**config.mk**
```make
export PLATFORM = sky130hd
export DESIGN_NAME = utf8_to_ucs2_stream_decoder_top
export DESIGN_NICKNAME = d
export VERILOG_FILES = /design/src/sv/u8dec_pkg.sv /design/src/sv/u8dec_front.sv /design/src/sv/u8dec_queue.sv /design/src/sv/u8dec_back.sv /design/src/sv/utf8_to_ucs2_stream_decoder_top.sv
export SDC_FILE = /design/constraint.sdc
export NUM_CORES = 1
export LEC_CHECK = 0
export BUFFER_PORTS_ARGS = -buffer_cell sky130_fd_sc_hd__buf_2
export CORE_MARGIN = 2
export CORE_UTILIZATION = 53
export CTS_CLUSTER_SIZE = 14
export DETAILED_ROUTE_END_ITERATION = 7
export PLACE_DENSITY = 0.75
export SYNTH_ARGS = -nofsm -noshare
export SYNTH_HDL_FRONTEND = slang
export SYNTH_SLANG_ARGS = --single-unit
export TNS_END_PERCENT = 10
```
**constraint.sdc**
```tcl
create_clock -name aclk -period 3.2 [get_ports aclk]
set_input_delay 0.64 -clock aclk [delete_from_list [all_inputs] [get_ports aclk]]
set_output_delay 0.64 -clock aclk [all_outputs]
set_load 0.1 [all_outputs]
```
**src/sv/u8dec_pkg.sv**
```systemverilog
package u8dec_pkg;

    localparam int QUEUE_DEPTH = 4;

    typedef enum logic [2:0] {
        KIND_ASCII,
        KIND_CONT,
        KIND_LEAD2,
        KIND_LEAD3,
        KIND_LEAD4,
        KIND_BAD
    } byte_kind_t;

    // one classified input byte on its way from the front to the back
    typedef struct packed {
        byte_kind_t  kind;
        logic [7:0]  data_byte;
        logic        end_of_buffer;
    } token_t;

    function automatic byte_kind_t classify(input logic [7:0] b);
        byte_kind_t k;
        if (b[7] == 1'b0) begin
            k = KIND_ASCII;
        end else if (b[7:6] == 2'b10) begin
            k = KIND_CONT;
        end else if (b[7:5] == 3'b110) begin
            k = KIND_LEAD2;
        end else if (b[7:4] == 4'b1110) begin
            k = KIND_LEAD3;
        end else if (b[7:3] == 5'b11110) begin
            k = KIND_LEAD4;
        end else begin
            k = KIND_BAD;
        end
        return k;
    endfunction

endpackage

```
**src/sv/u8dec_front.sv**
```systemverilog
module u8dec_front (
    input  logic              s_valid,
    output logic              s_ready,
    input  logic [7:0]        s_data_byte,
    input  logic              s_end_of_buffer,
    input  logic              q_full,
    output logic              q_push,
    output u8dec_pkg::token_t q_token
);

    assign s_ready = !q_full;
    assign q_push  = s_valid && !q_full;

    always_comb begin
        q_token.kind          = u8dec_pkg::classify(s_data_byte);
        q_token.data_byte     = s_data_byte;
        q_token.end_of_buffer = s_end_of_buffer;
    end

endmodule

```
**src/sv/u8dec_queue.sv**
```systemverilog
module u8dec_queue #(
    parameter int DEPTH = u8dec_pkg::QUEUE_DEPTH
) (
    input  logic              aclk,
    input  logic              aresetn,
    input  logic              push,
    input  u8dec_pkg::token_t push_token,
    output logic              full,
    input  logic              pop,
    output logic              head_valid,
    output u8dec_pkg::token_t head_token
);

    localparam int PtrW = (DEPTH > 1) ? $clog2(DEPTH) : 1;
    localparam int CntW = $clog2(DEPTH + 1);

    u8dec_pkg::token_t entry_reg [DEPTH];
    logic [PtrW-1:0]   wr_ptr_reg, wr_ptr_next;
    logic [PtrW-1:0]   rd_ptr_reg, rd_ptr_next;
    logic [CntW-1:0]   count_reg, count_next;

    assign full       = (count_reg == CntW'(DEPTH));
    assign head_valid = (count_reg != '0);
    assign head_token = entry_reg[rd_ptr_reg];

    always_comb begin
        wr_ptr_next = wr_ptr_reg;
        rd_ptr_next = rd_ptr_reg;
        // pointers wrap at DEPTH, which need not be a power of two
        if (push) begin
            wr_ptr_next = (wr_ptr_reg == PtrW'(DEPTH - 1)) ? '0 : wr_ptr_reg + 1'b1;
        end
        if (pop) begin
            rd_ptr_next = (rd_ptr_reg == PtrW'(DEPTH - 1)) ? '0 : rd_ptr_reg + 1'b1;
        end
        count_next  = count_reg;
        if (push && !pop) begin
            count_next = count_reg + 1'b1;
        end else if (!push && pop) begin
            count_next = count_reg - 1'b1;
        end
    end

    always_ff @(posedge aclk) begin
        if (!aresetn) begin
            wr_ptr_reg <= '0;
            rd_ptr_reg <= '0;
            count_reg  <= '0;
        end else begin
            wr_ptr_reg <= wr_ptr_next;
            rd_ptr_reg <= rd_ptr_next;
            count_reg  <= count_next;
        end
    end

    always_ff @(posedge aclk) begin
        if (push) begin
            entry_reg[wr_ptr_reg] <= push_token;
        end
    end

endmodule

```
**src/sv/u8dec_back.sv**
```systemverilog
module u8dec_back (
    input  logic              aclk,
    input  logic              aresetn,
    input  logic              q_valid,
    input  u8dec_pkg::token_t q_token,
    output logic              q_pop,
    output logic              m_valid,
    input  logic              m_ready,
    output logic [15:0]       m_code_unit,
    output logic              m_error,
    output logic              m_last
);

    logic [1:0]  bytes_pending_reg, bytes_pending_next;
    logic [15:0] partial_char_reg, partial_char_next;
    logic        discarding_reg, discarding_next;

    logic        m_valid_reg, m_valid_next;
    logic [15:0] m_code_unit_reg;
    logic        m_error_reg;
    logic        m_last_reg;

    logic [1:0]  pend_upd;
    logic [15:0] part_upd;
    logic        disc_upd;
    logic        has_res;
    logic [15:0] res_unit;
    logic        res_err;
    logic        res_last;
    logic [15:0] cont_bits;
    logic [15:0] merged;
    logic        eob;

    assign eob       = q_token.end_of_buffer;
    assign cont_bits = {10'd0, q_token.data_byte[5:0]};
    // first of two continuation bytes lands in bits 11:6
    assign merged    = partial_char_reg |
                       ((bytes_pending_reg == 2'd2) ? (cont_bits << 6) : cont_bits);

    always_comb begin
        pend_upd = bytes_pending_reg;
        part_upd = partial_char_reg;
        disc_upd = discarding_reg;
        has_res  = 1'b0;
        res_unit = '0;
        res_err  = 1'b0;
        res_last = 1'b0;
        if (discarding_reg) begin
            if (eob) begin
                disc_upd = 1'b0;
            end
        end else if (bytes_pending_reg != 2'd0) begin
            pend_upd = bytes_pending_reg - 1'b1;
            part_upd = merged;
            if (bytes_pending_reg == 2'd1) begin
                has_res  = 1'b1;
                res_unit = merged;
                res_last = eob;
                pend_upd = '0;
                part_upd = '0;
            end else if (eob) begin
                // cut off mid-sequence
                has_res  = 1'b1;
                res_err  = 1'b1;
                res_last = 1'b1;
                pend_upd = '0;
                part_upd = '0;
            end
        end else begin
            case (q_token.kind)
                u8dec_pkg::KIND_ASCII: begin
                    has_res  = 1'b1;
                    res_unit = {8'd0, q_token.data_byte};
                    res_last = eob;
                end
                u8dec_pkg::KIND_LEAD2: begin
                    if (eob) begin
                        has_res  = 1'b1;
                        res_err  = 1'b1;
                        res_last = 1'b1;
                    end else begin
                        pend_upd = 2'd1;
                        part_upd = {5'd0, q_token.data_byte[4:0], 6'd0};
                    end
                end
                u8dec_pkg::KIND_LEAD3: begin
                    if (eob) begin
                        has_res  = 1'b1;
                        res_err  = 1'b1;
                        res_last = 1'b1;
                    end else begin
                        pend_upd = 2'd2;
                        part_upd = {q_token.data_byte[3:0], 12'd0};
                    end
                end
                default: begin
                    // four-byte form, stray continuation or invalid lead
                    has_res  = 1'b1;
                    res_err  = 1'b1;
                    res_last = 1'b1;
                    disc_upd = !eob;
                end
            endcase
        end
    end

    assign q_pop = q_valid && (!has_res || !m_valid_reg || m_ready);

    always_comb begin
        bytes_pending_next = q_pop ? pend_upd : bytes_pending_reg;
        partial_char_next  = q_pop ? part_upd : partial_char_reg;
        discarding_next    = q_pop ? disc_upd : discarding_reg;
        m_valid_next       = m_valid_reg && !m_ready;
        if (q_pop && has_res) begin
            m_valid_next = 1'b1;
        end
    end

    always_ff @(posedge aclk) begin
        if (!aresetn) begin
            bytes_pending_reg <= '0;
            partial_char_reg  <= '0;
            discarding_reg    <= 1'b0;
            m_valid_reg       <= 1'b0;
        end else begin
            bytes_pending_reg <= bytes_pending_next;
            partial_char_reg  <= partial_char_next;
            discarding_reg    <= discarding_next;
            m_valid_reg       <= m_valid_next;
        end
    end

    always_ff @(posedge aclk) begin
        if (q_pop && has_res) begin
            m_code_unit_reg <= res_unit;
            m_error_reg     <= res_err;
            m_last_reg      <= res_last;
        end
    end

    assign m_valid     = m_valid_reg;
    assign m_code_unit = m_code_unit_reg;
    assign m_error     = m_error_reg;
    assign m_last      = m_last_reg;

    a_pending_range: assert property (@(posedge aclk) disable iff (!aresetn)
        bytes_pending_reg != 2'd3)
        else $error("bytes_pending out of range");

    a_discard_clean: assert property (@(posedge aclk) disable iff (!aresetn)
        discarding_reg |-> (bytes_pending_reg == 2'd0 && partial_char_reg == 16'd0))
        else $error("discarding with a partial character held");

    a_error_form: assert property (@(posedge aclk) disable iff (!aresetn)
        (m_valid_reg && m_error_reg) |-> (m_last_reg && m_code_unit_reg == 16'd0))
        else $error("error result not zero and last");

    a_no_overwrite: assert property (@(posedge aclk) disable iff (!aresetn)
        (m_valid_reg && !m_ready) |=> (m_valid_reg && $stable(m_code_unit_reg)))
        else $error("pending result overwritten");

endmodule

```
**src/sv/utf8_to_ucs2_stream_decoder_top.sv**
```systemverilog
// UTF-8 to UCS-2 stream decoder.
// Input channel (s_*): one UTF-8 byte per request, s_end_of_buffer marks the
// last byte of a buffer. Output channel (m_*): one 16-bit code unit per
// completed 1-, 2- or 3-byte character. Invalid leads, 4-byte leads, stray
// continuation bytes and sequences cut off by the end of the buffer give one
// request with m_error and m_last set and a zero code unit; after such an
// error not on the final byte, bytes are dropped up to and including the
// end-of-buffer byte. Throughput: one byte per cycle while the queue is not
// full. Bytes are classified on entry and held in a small queue (QUEUE_DEPTH
// entries); the assembler pops one per cycle unless the byte would give a
// result while the previous one still waits for m_ready. A byte is written
// into the queue, then popped, and the result it completes is registered.
// Reset: aresetn low clears the queue, the assembler state and m_valid.
// Stall: while m_ready is low the result holds; bytes that produce no result
// still drain, and s_ready drops only once the queue is full.
module utf8_to_ucs2_stream_decoder_top #(
    parameter int QUEUE_DEPTH = u8dec_pkg::QUEUE_DEPTH
) (
    input  logic        aclk,
    input  logic        aresetn,
    input  logic        s_valid,
    output logic        s_ready,
    input  logic [7:0]  s_data_byte,
    input  logic        s_end_of_buffer,
    output logic        m_valid,
    input  logic        m_ready,
    output logic [15:0] m_code_unit,
    output logic        m_error,
    output logic        m_last
);

    logic              q_full;
    logic              q_push;
    logic              q_pop;
    logic              q_valid;
    u8dec_pkg::token_t push_token;
    u8dec_pkg::token_t head_token;

    u8dec_front u_front (
        .s_valid         (s_valid),
        .s_ready         (s_ready),
        .s_data_byte     (s_data_byte),
        .s_end_of_buffer (s_end_of_buffer),
        .q_full          (q_full),
        .q_push          (q_push),
        .q_token         (push_token)
    );

    u8dec_queue #(
        .DEPTH (QUEUE_DEPTH)
    ) u_queue (
        .aclk       (aclk),
        .aresetn    (aresetn),
        .push       (q_push),
        .push_token (push_token),
        .full       (q_full),
        .pop        (q_pop),
        .head_valid (q_valid),
        .head_token (head_token)
    );

    u8dec_back u_back (
        .aclk        (aclk),
        .aresetn     (aresetn),
        .q_valid     (q_valid),
        .q_token     (head_token),
        .q_pop       (q_pop),
        .m_valid     (m_valid),
        .m_ready     (m_ready),
        .m_code_unit (m_code_unit),
        .m_error     (m_error),
        .m_last      (m_last)
    );

endmodule
```
==> impl_metrics.json, run 1 <==
{
  "ff2ff_path_depth": 12,
  "slew_headroom_pct": 52.7,
  "ys_types": 47,
  "worstPathMaxFanout": 6,
  "cap_violations": 0,
  "avgSynthCellArea_sq_um": 13.3,
  "synthesis.nets": 329,
  "layout_common_cells": "edfxtp_1, buf_2, dfxtp_1",
  "antenna_found_initial": 0,
  "finalNetCount": 368,
  "drtPass1Iterations": 4,
  "io_pins": 33,
  "synth_edf_count": 66,
  "crit_chain": "inv_1 -> ha_1 -> nor2_1 -> a41oi_1 -> a21oi_1 -> o21ai_1 -> ha_1 -> inv_1 -> fa_1 -> xor2_1 -> or3_1 -> a21oi_1",
  "cp-endpoint": "u_queue.count_reg[2]",
  "drt_drc_violations_left": 0,
  "path_clk_slew_ns": 0.09,
  "finalCritPeriodShare_pct": 88.8,
  "clk_path_buf_depth": 2,
  "htreeDepth": 3,
  "setup_viol": 0,
  "cts_tree": "done",
  "die_w_microns": 91.8,
  "fin_tns_setup_ns": 0,
  "n_fill_cell": 612,
  "crit_slowest_cell": "fa_1",
  "wirelength_mm": 7.33,
  "cp.arrival_ns": 3.13,
  "maxSlewViolCount": 0,
  "drt-wirelength-per-cell_microns": 16.3,
  "cts.sinks": 95,
  "fin_skew_ns": 0.00785,
  "layout_commonest_cell": "edfxtp_1",
  "cts_buffers": 9,
  "ys.flop_type": "edfxtp_1",
  "setup.worst_path.start_class": "register",
  "dp_hpwl_mm": 5.17,
  "core-area_sq_um": 7370,
  "rsz0062_at_grt": "false",
  "ys_seq_area_share_pct": 62.8,
  "path_class": "register to register",
  "vias_per_cell": 5.75,
  "synth_area_sq_um": 4080,
  "reg2reg_from": "u_back.bytes_pending_reg[1]",
  "end_kind": "register",
  "fmax_mhz": 352,
  "cts_resized": 0,
  "required_ns": 3.49,
  "ctsHoldBuffers": 0,
  "synth_warnings": 0,
  "worst_slew_pin_slew_ns": 0.704,
  "cpPeakStageDelay_ns": 0.37,
  "regArea_sq_um": 2560,
  "grt_max_degree": 19,
  "synth_cells": 306,
  "start_util_pct": 55.4,
  "post_cts_buffers": 0,
  "clk_latency_ns": 0.36,
  "rr_endpoint": "u_queue.count_reg[2]",
  "async_reset_ff_share_pct": 0,
  "min_path_type": "register to register",
  "hold_ws_ns": 0.457,
  "largest_reg_flops": 48,
  "numPortBuffers": 32,
  "min_path_cells": 2,
  "reg2reg_slack_ns": 0.36,
  "rows": 31,
  "grt_pass1_wl_mm": 12.4,
  "num_antenna_cells": 0,
  "status": "complete, no violations",
  "place_congestion": 0.841,
  "fp.dieH_microns": 91.8,
  "grt.overflow.total": 0,
  "fp.dieArea_sq_um": 8420,
  "vias": 2580,
  "post-route-min-period_ns": 2.84,
  "multi_input_area_sq_um": 1420,
  "drtAntennaViolNets": 0,
  "grt_pass1_vias": 2516,
  "hold_viol_final": 0,
  "area_delta_synth_final_pct": 12.1,
  "track_usage_pct": 19.1,
  "drive_above_1_share_pct": 22.0,
  "startpoint": "u_back.bytes_pending_reg[1]",
  "synth_seq_cells": 95,
  "drt-initial-drc-count": 173,
  "cts-root-buf": "clkbuf_8"
}
## synth_stat cells (all sizes together), types with 6 or more instances
library cell,count,share of area (%)
nor2,28,2.8
nand2,14,1.3
o21ai,10,1.3
and2,11,1.7
mux2i,9,2.2
a21o,6,1.1
mux4,12,6.6
inv,13,1.2
a21oi,21,2.7
dfxtp,29,14
edfxtp,66,49
nand3,8,0.98
ha,9,2.8
clkbuf,7,0.64
## how the worst min path moves through the flow
stage,startpoint,slack [ns],endpoint
global placement,u_back.partial_char_reg[11],0.44,u_back.partial_char_reg[11]
floorplan,u_back.partial_char_reg[11],0.43,u_back.partial_char_reg[11]
detailed placement,u_back.partial_char_reg[11],0.45,u_back.partial_char_reg[11]
finish,u_back.partial_char_reg[12],0.46,u_back.partial_char_reg[12]
CTS,u_back.partial_char_reg[11],0.46,u_back.partial_char_reg[11]
global route,u_back.partial_char_reg[14],0.48,u_back.partial_char_reg[14]
## through the flow
| step | util (%) | instances | worst slack, ns | instance area [sq um] |
|---|---|---|---|---|
| detailed placement | 59.4 | 433 | 0.279 | 4380 |
| global placement | 59.4 | 433 | 0.369 | 4380 |
| floorplan | - | 306 | 0.243 | 4090 |
| finish | 62.1 | 449 | 0.357 | 4570 |
| global route | 62.1 | 449 | 0.0639 | 4570 |
| CTS | 62.1 | 449 | 0.238 | 4570 |
## critical path, delay by kind of cell (launching register included)
| kind | cells | cell delay (ns) |
|---|---|---|
| AO/OA/AOI/OAI | 4 | 0.86 |
| XOR/XNOR | 1 | 0.17 |
| adder cells (fa/ha/maj) | 3 | 0.86 |
| buffers and inverters | 2 | 0.14 |
| flip-flops | 1 | 0.34 |
| AND/OR/NAND/NOR | 2 | 0.39 |
## cell type report
cell class	instances	share of cell area [%]
inverters	13	1.07
clock inverters	5	1.23
flip-flops and latches	95	56.0
clock buffers	11	3.09
well taps	99	2.71
multi-input cells	186	31.1
repair buffers	40	4.81
## routing by layer
layer | share of wire [%] | global-route usage (%) | wire length [microns]
met3 | 5.5 | 3.70 | 405
met2 | 48 | 31.2 | 3540
met1 | 44 | 25.1 | 3250
met4 | 1.8 | 7.84 | 129
met5 | 0 | 0 | 0
## logic make-up after synthesis
| logic type | after synthesis | share of synthesized area [%] |
|---|---|---|
| buf+inv | 25 | 2.51 |
| xor+xnor | 2 | 0.429 |
| flops | 95 | 62.8 |
| fa+ha+maj | 10 | 3.25 |
| simple gates | 82 | 10.1 |
| mux | 23 | 9.38 |
| compound gates | 69 | 11.5 |
Power of run 1 is not shown: default switching activity piles up to over one toggle a cycle in this logic, so the estimate is an artifact.
==> run 2, diff against run 1 <==
CORE_ASPECT_RATIO = 0.8   (was default)
==> run 2 against run 1 <==
  * Sequential cell count stayed put
  * Via count increased by 0.97%
  * Critical path depth stayed put
  * Setup slack better by 0.0066 ns
  * Worst hold slack improved by 0.0035 ns
  * Die area is essentially flat
  * Count of clock-buffer cells in the layout stayed put
  * Utilization decreased by 0.40 points
  * Highest routed layer unchanged
  * Routed wire length is 1.8% higher
  * Fmax rose by 0.23%
==> impl_metrics.json, run 2 (synthesis gave the netlist of run 1 again) <==
{
  "multi_input_area_sq_um": 1420,
  "hold_viol_final": 0,
  "min_path_type": "register to register",
  "finalNetCount": 369,
  "vias": 2605,
  "post-route-min-period_ns": 2.84,
  "met3_usage_pct": 4.38,
  "htreeDepth": 3,
  "largest_reg_flops": 48,
  "cts-root-buf": "clkbuf_8",
  "layout_commonest_cell": "edfxtp_1",
  "place_congestion": 0.868,
  "use_met2_pct": 29.1,
  "io_pins": 33,
  "die_w_microns": 102,
  "clk_path_buf_depth": 2,
  "fin_tns_setup_ns": 0,
  "drt_drc_violations_left": 0,
  "numPortBuffers": 32,
  "rsz0062_at_grt": "false",
  "post_cts_buffers": 0,
  "setup.worst_path.start_class": "register",
  "path_class": "register to register",
  "start_util_pct": 55.0,
  "status": "complete, no violations",
  "drtPass1Iterations": 4,
  "antenna_found_initial": 0,
  "dp_hpwl_mm": 5.20,
  "setup_viol": 0,
  "track_usage_pct": 19.2,
  "cts_buffers": 9,
  "cp.arrival_ns": 3.13,
  "drt-initial-drc-count": 156,
  "wirelength_mm": 7.46,
  "path_clk_slew_ns": 0.09,
  "cts.sinks": 95,
  "fin_util_pct": 61.7,
  "finalCritPeriodShare_pct": 88.6,
  "grt_max_degree": 19,
  "maxSlewViolCount": 0,
  "rows": 28,
  "n_fill_cell": 598,
  "grtUsageMet1_pct": 27.4,
  "end_kind": "register",
  "required_ns": 3.49,
  "worstPathMaxFanout": 6,
  "core-area_sq_um": 7430,
  "vias_per_cell": 5.71,
  "drt-wirelength-per-cell_microns": 16.4,
  "fp.dieArea_sq_um": 8420,
  "fin_skew_ns": 0.0109,
  "area_delta_synth_final_pct": 12.2,
  "regArea_sq_um": 2560,
  "cts_tree": "done",
  "fp.dieH_microns": 82.5,
  "cap_violations": 0,
  "num_antenna_cells": 0,
  "drtAntennaViolNets": 0,
  "grt_pass1_vias": 2398,
  "layout_common_cells": "edfxtp_1, buf_2, dfxtp_1",
  "fmax_mhz": 353,
  "slew_headroom_pct": 58.1,
  "top_usage_layer": "met2",
  "clk_latency_ns": 0.36,
  "drive_above_1_share_pct": 22.2,
  "worst_slew_pin_slew_ns": 0.629,
  "grt_pass1_wl_mm": 12.0,
  "ctsHoldBuffers": 0,
  "grt.overflow.total": 0
}
-- run 2: path summary, 6_finish.rpt --
kind / end / from / depth (start not counted) / slack [ns]
worst max register to register: u_queue.count_reg[2] / u_back.bytes_pending_reg[1] / 12 / 0.36
worst max-delay path: u_queue.count_reg[2] / u_back.bytes_pending_reg[1] / 12 / 0.36
worst min register to register: u_back.partial_char_reg[14] / u_back.partial_char_reg[14] / 2 / 0.46
worst min-delay path: u_back.partial_char_reg[14] / u_back.partial_char_reg[14] / 2 / 0.46
-- run 2: what timing repair did --
item / in CTS / in global routing
resized for setup: 0 / 1
endpoints found under the hold margin: 0 / 0
endpoints found under the setup margin: 0 / 1
-- run 2: cell type report --
class,instances,share of cell area (%)
clock inverter,5,1.04
multi-input combinational,186,31.0
timing repair buffer,41,4.97
tap,105,2.87
inverter,13,1.07
sequential,95,55.9
clock buffer,11,3.09
-- run 2: metrics by stage --
stage	cell area, sq um	cells	setup slack [ns]	hold slack (ns)
after global routing	4580	456	0.0854	0.482
after detailed placement	4390	440	0.321	0.445
after global placement	4390	440	0.479	0.437
after CTS	4580	456	0.292	0.457
after floorplan	4090	306	0.243	0.427
final	4580	456	0.364	0.460
-- run 2: critical path: stages (launching register included) --
cell and delay [ns]:
dfxtp_1 0.34, inv_1 0.08, ha_1 0.27, nor2_1 0.10, a41oi_1 0.32, a21oi_1 0.15, o21ai_1 0.23, ha_1 0.22
inv_1 0.06, fa_1 0.37, xor2_1 0.18, or3_1 0.30, a21oi_1 0.14
-- run 2: routing by layer --
layer	vias up	wire, microns
li1	1242	-
met1	1260	3460
met2	95	3450
met3	8	459
met4	0	96
met5	-	0
Power of run 2 is left out for the same reason.
==> run 3, diff against run 2 <==
SETUP_SLACK_MARGIN = 0.4   (was default)
==> run 3 against run 2 <==
  * Clock skew is 0.0016 ns lower
  * Routed wire length is 1.2% higher
  * Fmax is 3.6% higher
  * Sequential cell count stayed put
  * Global-route usage is 0.43 points higher
  * Critical path depth stayed put
  * Count of clock-buffer cells in the layout is 2 lower
  * First-iteration DRC count is 15% lower
  * Final area is 0.44% higher
  * Non-clock buffer count is 1 lower
==> impl_metrics.json, run 3 (synthesis gave the netlist of run 1 again) <==
{
  "numPortBuffers": 32,
  "reg2reg_from": "u_back.bytes_pending_reg[1]",
  "drt_drc_violations_left": 0,
  "grt_pass1_wl_mm": 12.3,
  "critical_path_buf_inv_count": 2,
  "post_cts_buffers": 0,
  "setup.worst_path.start_class": "register",
  "hold_ws_ns": 0.458,
  "cts_tree": "done",
  "fin_tns_setup_ns": 0,
  "reg2reg_slack_ns": 0.46,
  "clk_latency_ns": 0.37,
  "core-area_sq_um": 7430,
  "drt-wirelength-per-cell_microns": 16.6,
  "finalNonFillerCells": 455,
  "cp_top_family": "adder cells",
  "start_util_pct": 55.0,
  "min_path_type": "register to register",
  "cp-endpoint": "u_queue.count_reg[2]",
  "cts-root-buf": "clkbuf_8",
  "regArea_sq_um": 2560,
  "fin_area_sq_um": 4600,
  "crit_slowest_cell": "fa_1",
  "hold_viol_final": 0,
  "post-route-min-period_ns": 2.74,
  "fmax_mhz": 365,
  "vias_per_cell": 5.67,
  "fp.dieArea_sq_um": 8420,
  "area_delta_synth_final_pct": 12.7,
  "place_area_sq_um": 4390,
  "track_usage_pct": 19.7,
  "wirelength_mm": 7.55,
  "drive_above_1_share_pct": 23.1,
  "path_clk_slew_ns": 0.10,
  "drt-initial-drc-count": 132,
  "end_kind": "register",
  "ff2ff_path_depth": 12,
  "htreeDepth": 3,
  "setup_viol": 0,
  "required_ns": 3.50,
  "cap_violations": 0,
  "n_fill_cell": 592,
  "finalCritPeriodShare_pct": 85.6,
  "drtAntennaViolNets": 0,
  "layout_commonest_cell": "edfxtp_1",
  "grt_pass1_vias": 2432,
  "layout_common_cells": "edfxtp_1, buf_2, dfxtp_1",
  "slew_headroom_pct": 51.1,
  "antenna_found_initial": 0,
  "vias": 2578,
  "largest_reg_flops": 48,
  "startpoint": "u_back.bytes_pending_reg[1]",
  "worst_slew_pin_slew_ns": 0.728,
  "cp.arrival_ns": 3.04,
  "dp.cells": 439,
  "finalNetCount": 368,
  "place_congestion": 0.881,
  "clk_path_buf_depth": 2,
  "path_class": "register to register",
  "die_w_microns": 102,
  "worstPathMaxFanout": 6,
  "cts_buffers": 9,
  "rr_endpoint": "u_queue.count_reg[2]",
  "rsz0062_at_grt": "true",
  "status": "complete, no violations",
  "fp.dieH_microns": 82.5,
  "grt_max_degree": 19,
  "multi_input_area_sq_um": 1430,
  "cts.sinks": 95,
  "rows": 28,
  "dp_hpwl_mm": 5.17,
  "crit_chain": "inv_1 -> ha_1 -> nor2_1 -> a41oi_2 -> a21oi_1 -> o21ai_2 -> ha_1 -> inv_1 -> fa_1 -> xor2_1 -> or3_1 -> a21oi_1",
  "io_pins": 33,
  "cp.depth": 12,
  "cpPeakStageDelay_ns": 0.37,
  "maxSlewViolCount": 0,
  "drtPass1Iterations": 4,
  "num_antenna_cells": 0,
  "fin_skew_ns": 0.00930,
  "grt.overflow.total": 0
}
==> run 3: cell count changes in the layout (fill, tap and decap cells not counted), sizes merged <==
| cell | change |
|---|---|
| bufinv | +1 |
| clkbuf | -2 |
| clkinv | +1 |
| buf | -1 |
==> run 3: worst register-to-register path: stages, from the launching register on <==
cell and delay (ns):
dfxtp_1 0.34, inv_1 0.09, ha_1 0.26, nor2_1 0.11
a41oi_2 0.24, a21oi_1 0.14, o21ai_2 0.23, ha_1 0.23
inv_1 0.06, fa_1 0.37, xor2_1 0.17, or3_1 0.30
a21oi_1 0.14
==> run 3: area by class of cell <==
| class | instances | share of cell area (%) |
|---|---|---|
| multi-input cells | 186 | 31.1 |
| inverters | 13 | 1.06 |
| clock inverters | 7 | 1.71 |
| flip-flops and latches | 95 | 55.8 |
| clock buffers | 9 | 2.69 |
| well taps | 105 | 2.86 |
| repair buffers | 40 | 4.79 |
==> run 3: worst min path at each step <==
stage	slack, ns	endpoint	depth (start not counted)	startpoint
final	0.46	u_back.partial_char_reg[14]	2	u_back.partial_char_reg[14]
after global routing	0.47	u_back.partial_char_reg[12]	2	u_back.partial_char_reg[12]
after CTS	0.45	u_back.partial_char_reg[11]	2	u_back.partial_char_reg[11]
after detailed placement	0.44	u_back.partial_char_reg[11]	2	u_back.partial_char_reg[11]
after global placement	0.44	u_back.partial_char_reg[11]	2	u_back.partial_char_reg[11]
after floorplan	0.43	u_back.partial_char_reg[11]	2	u_back.partial_char_reg[11]
==> run 3: routing by layer <==
layer | wire, microns | part of all wire [%] | track usage [%]
met2 | 3490 | 46 | 31.0
met3 | 369 | 4.9 | 4.88
met4 | 131 | 1.7 | 6.27
met1 | 3560 | 47 | 27.2
met5 | 0 | 0 | 0
==> run 3: what timing repair did <==
action,4_1_cts,5_1_grt
hold buffers,0,0
gates resized for setup,2,1
setup endpoints to repair,1,17
==> run 3: stage by stage <==
stage                     util (%)  setup slack [ns]
after global placement        59.0             0.444
after detailed placement      59.0             0.316
after CTS                     61.9             0.389
after floorplan                  -             0.359
final                         61.9             0.461
after global routing          61.9             0.233
Power of run 3 is left out for the same reason.
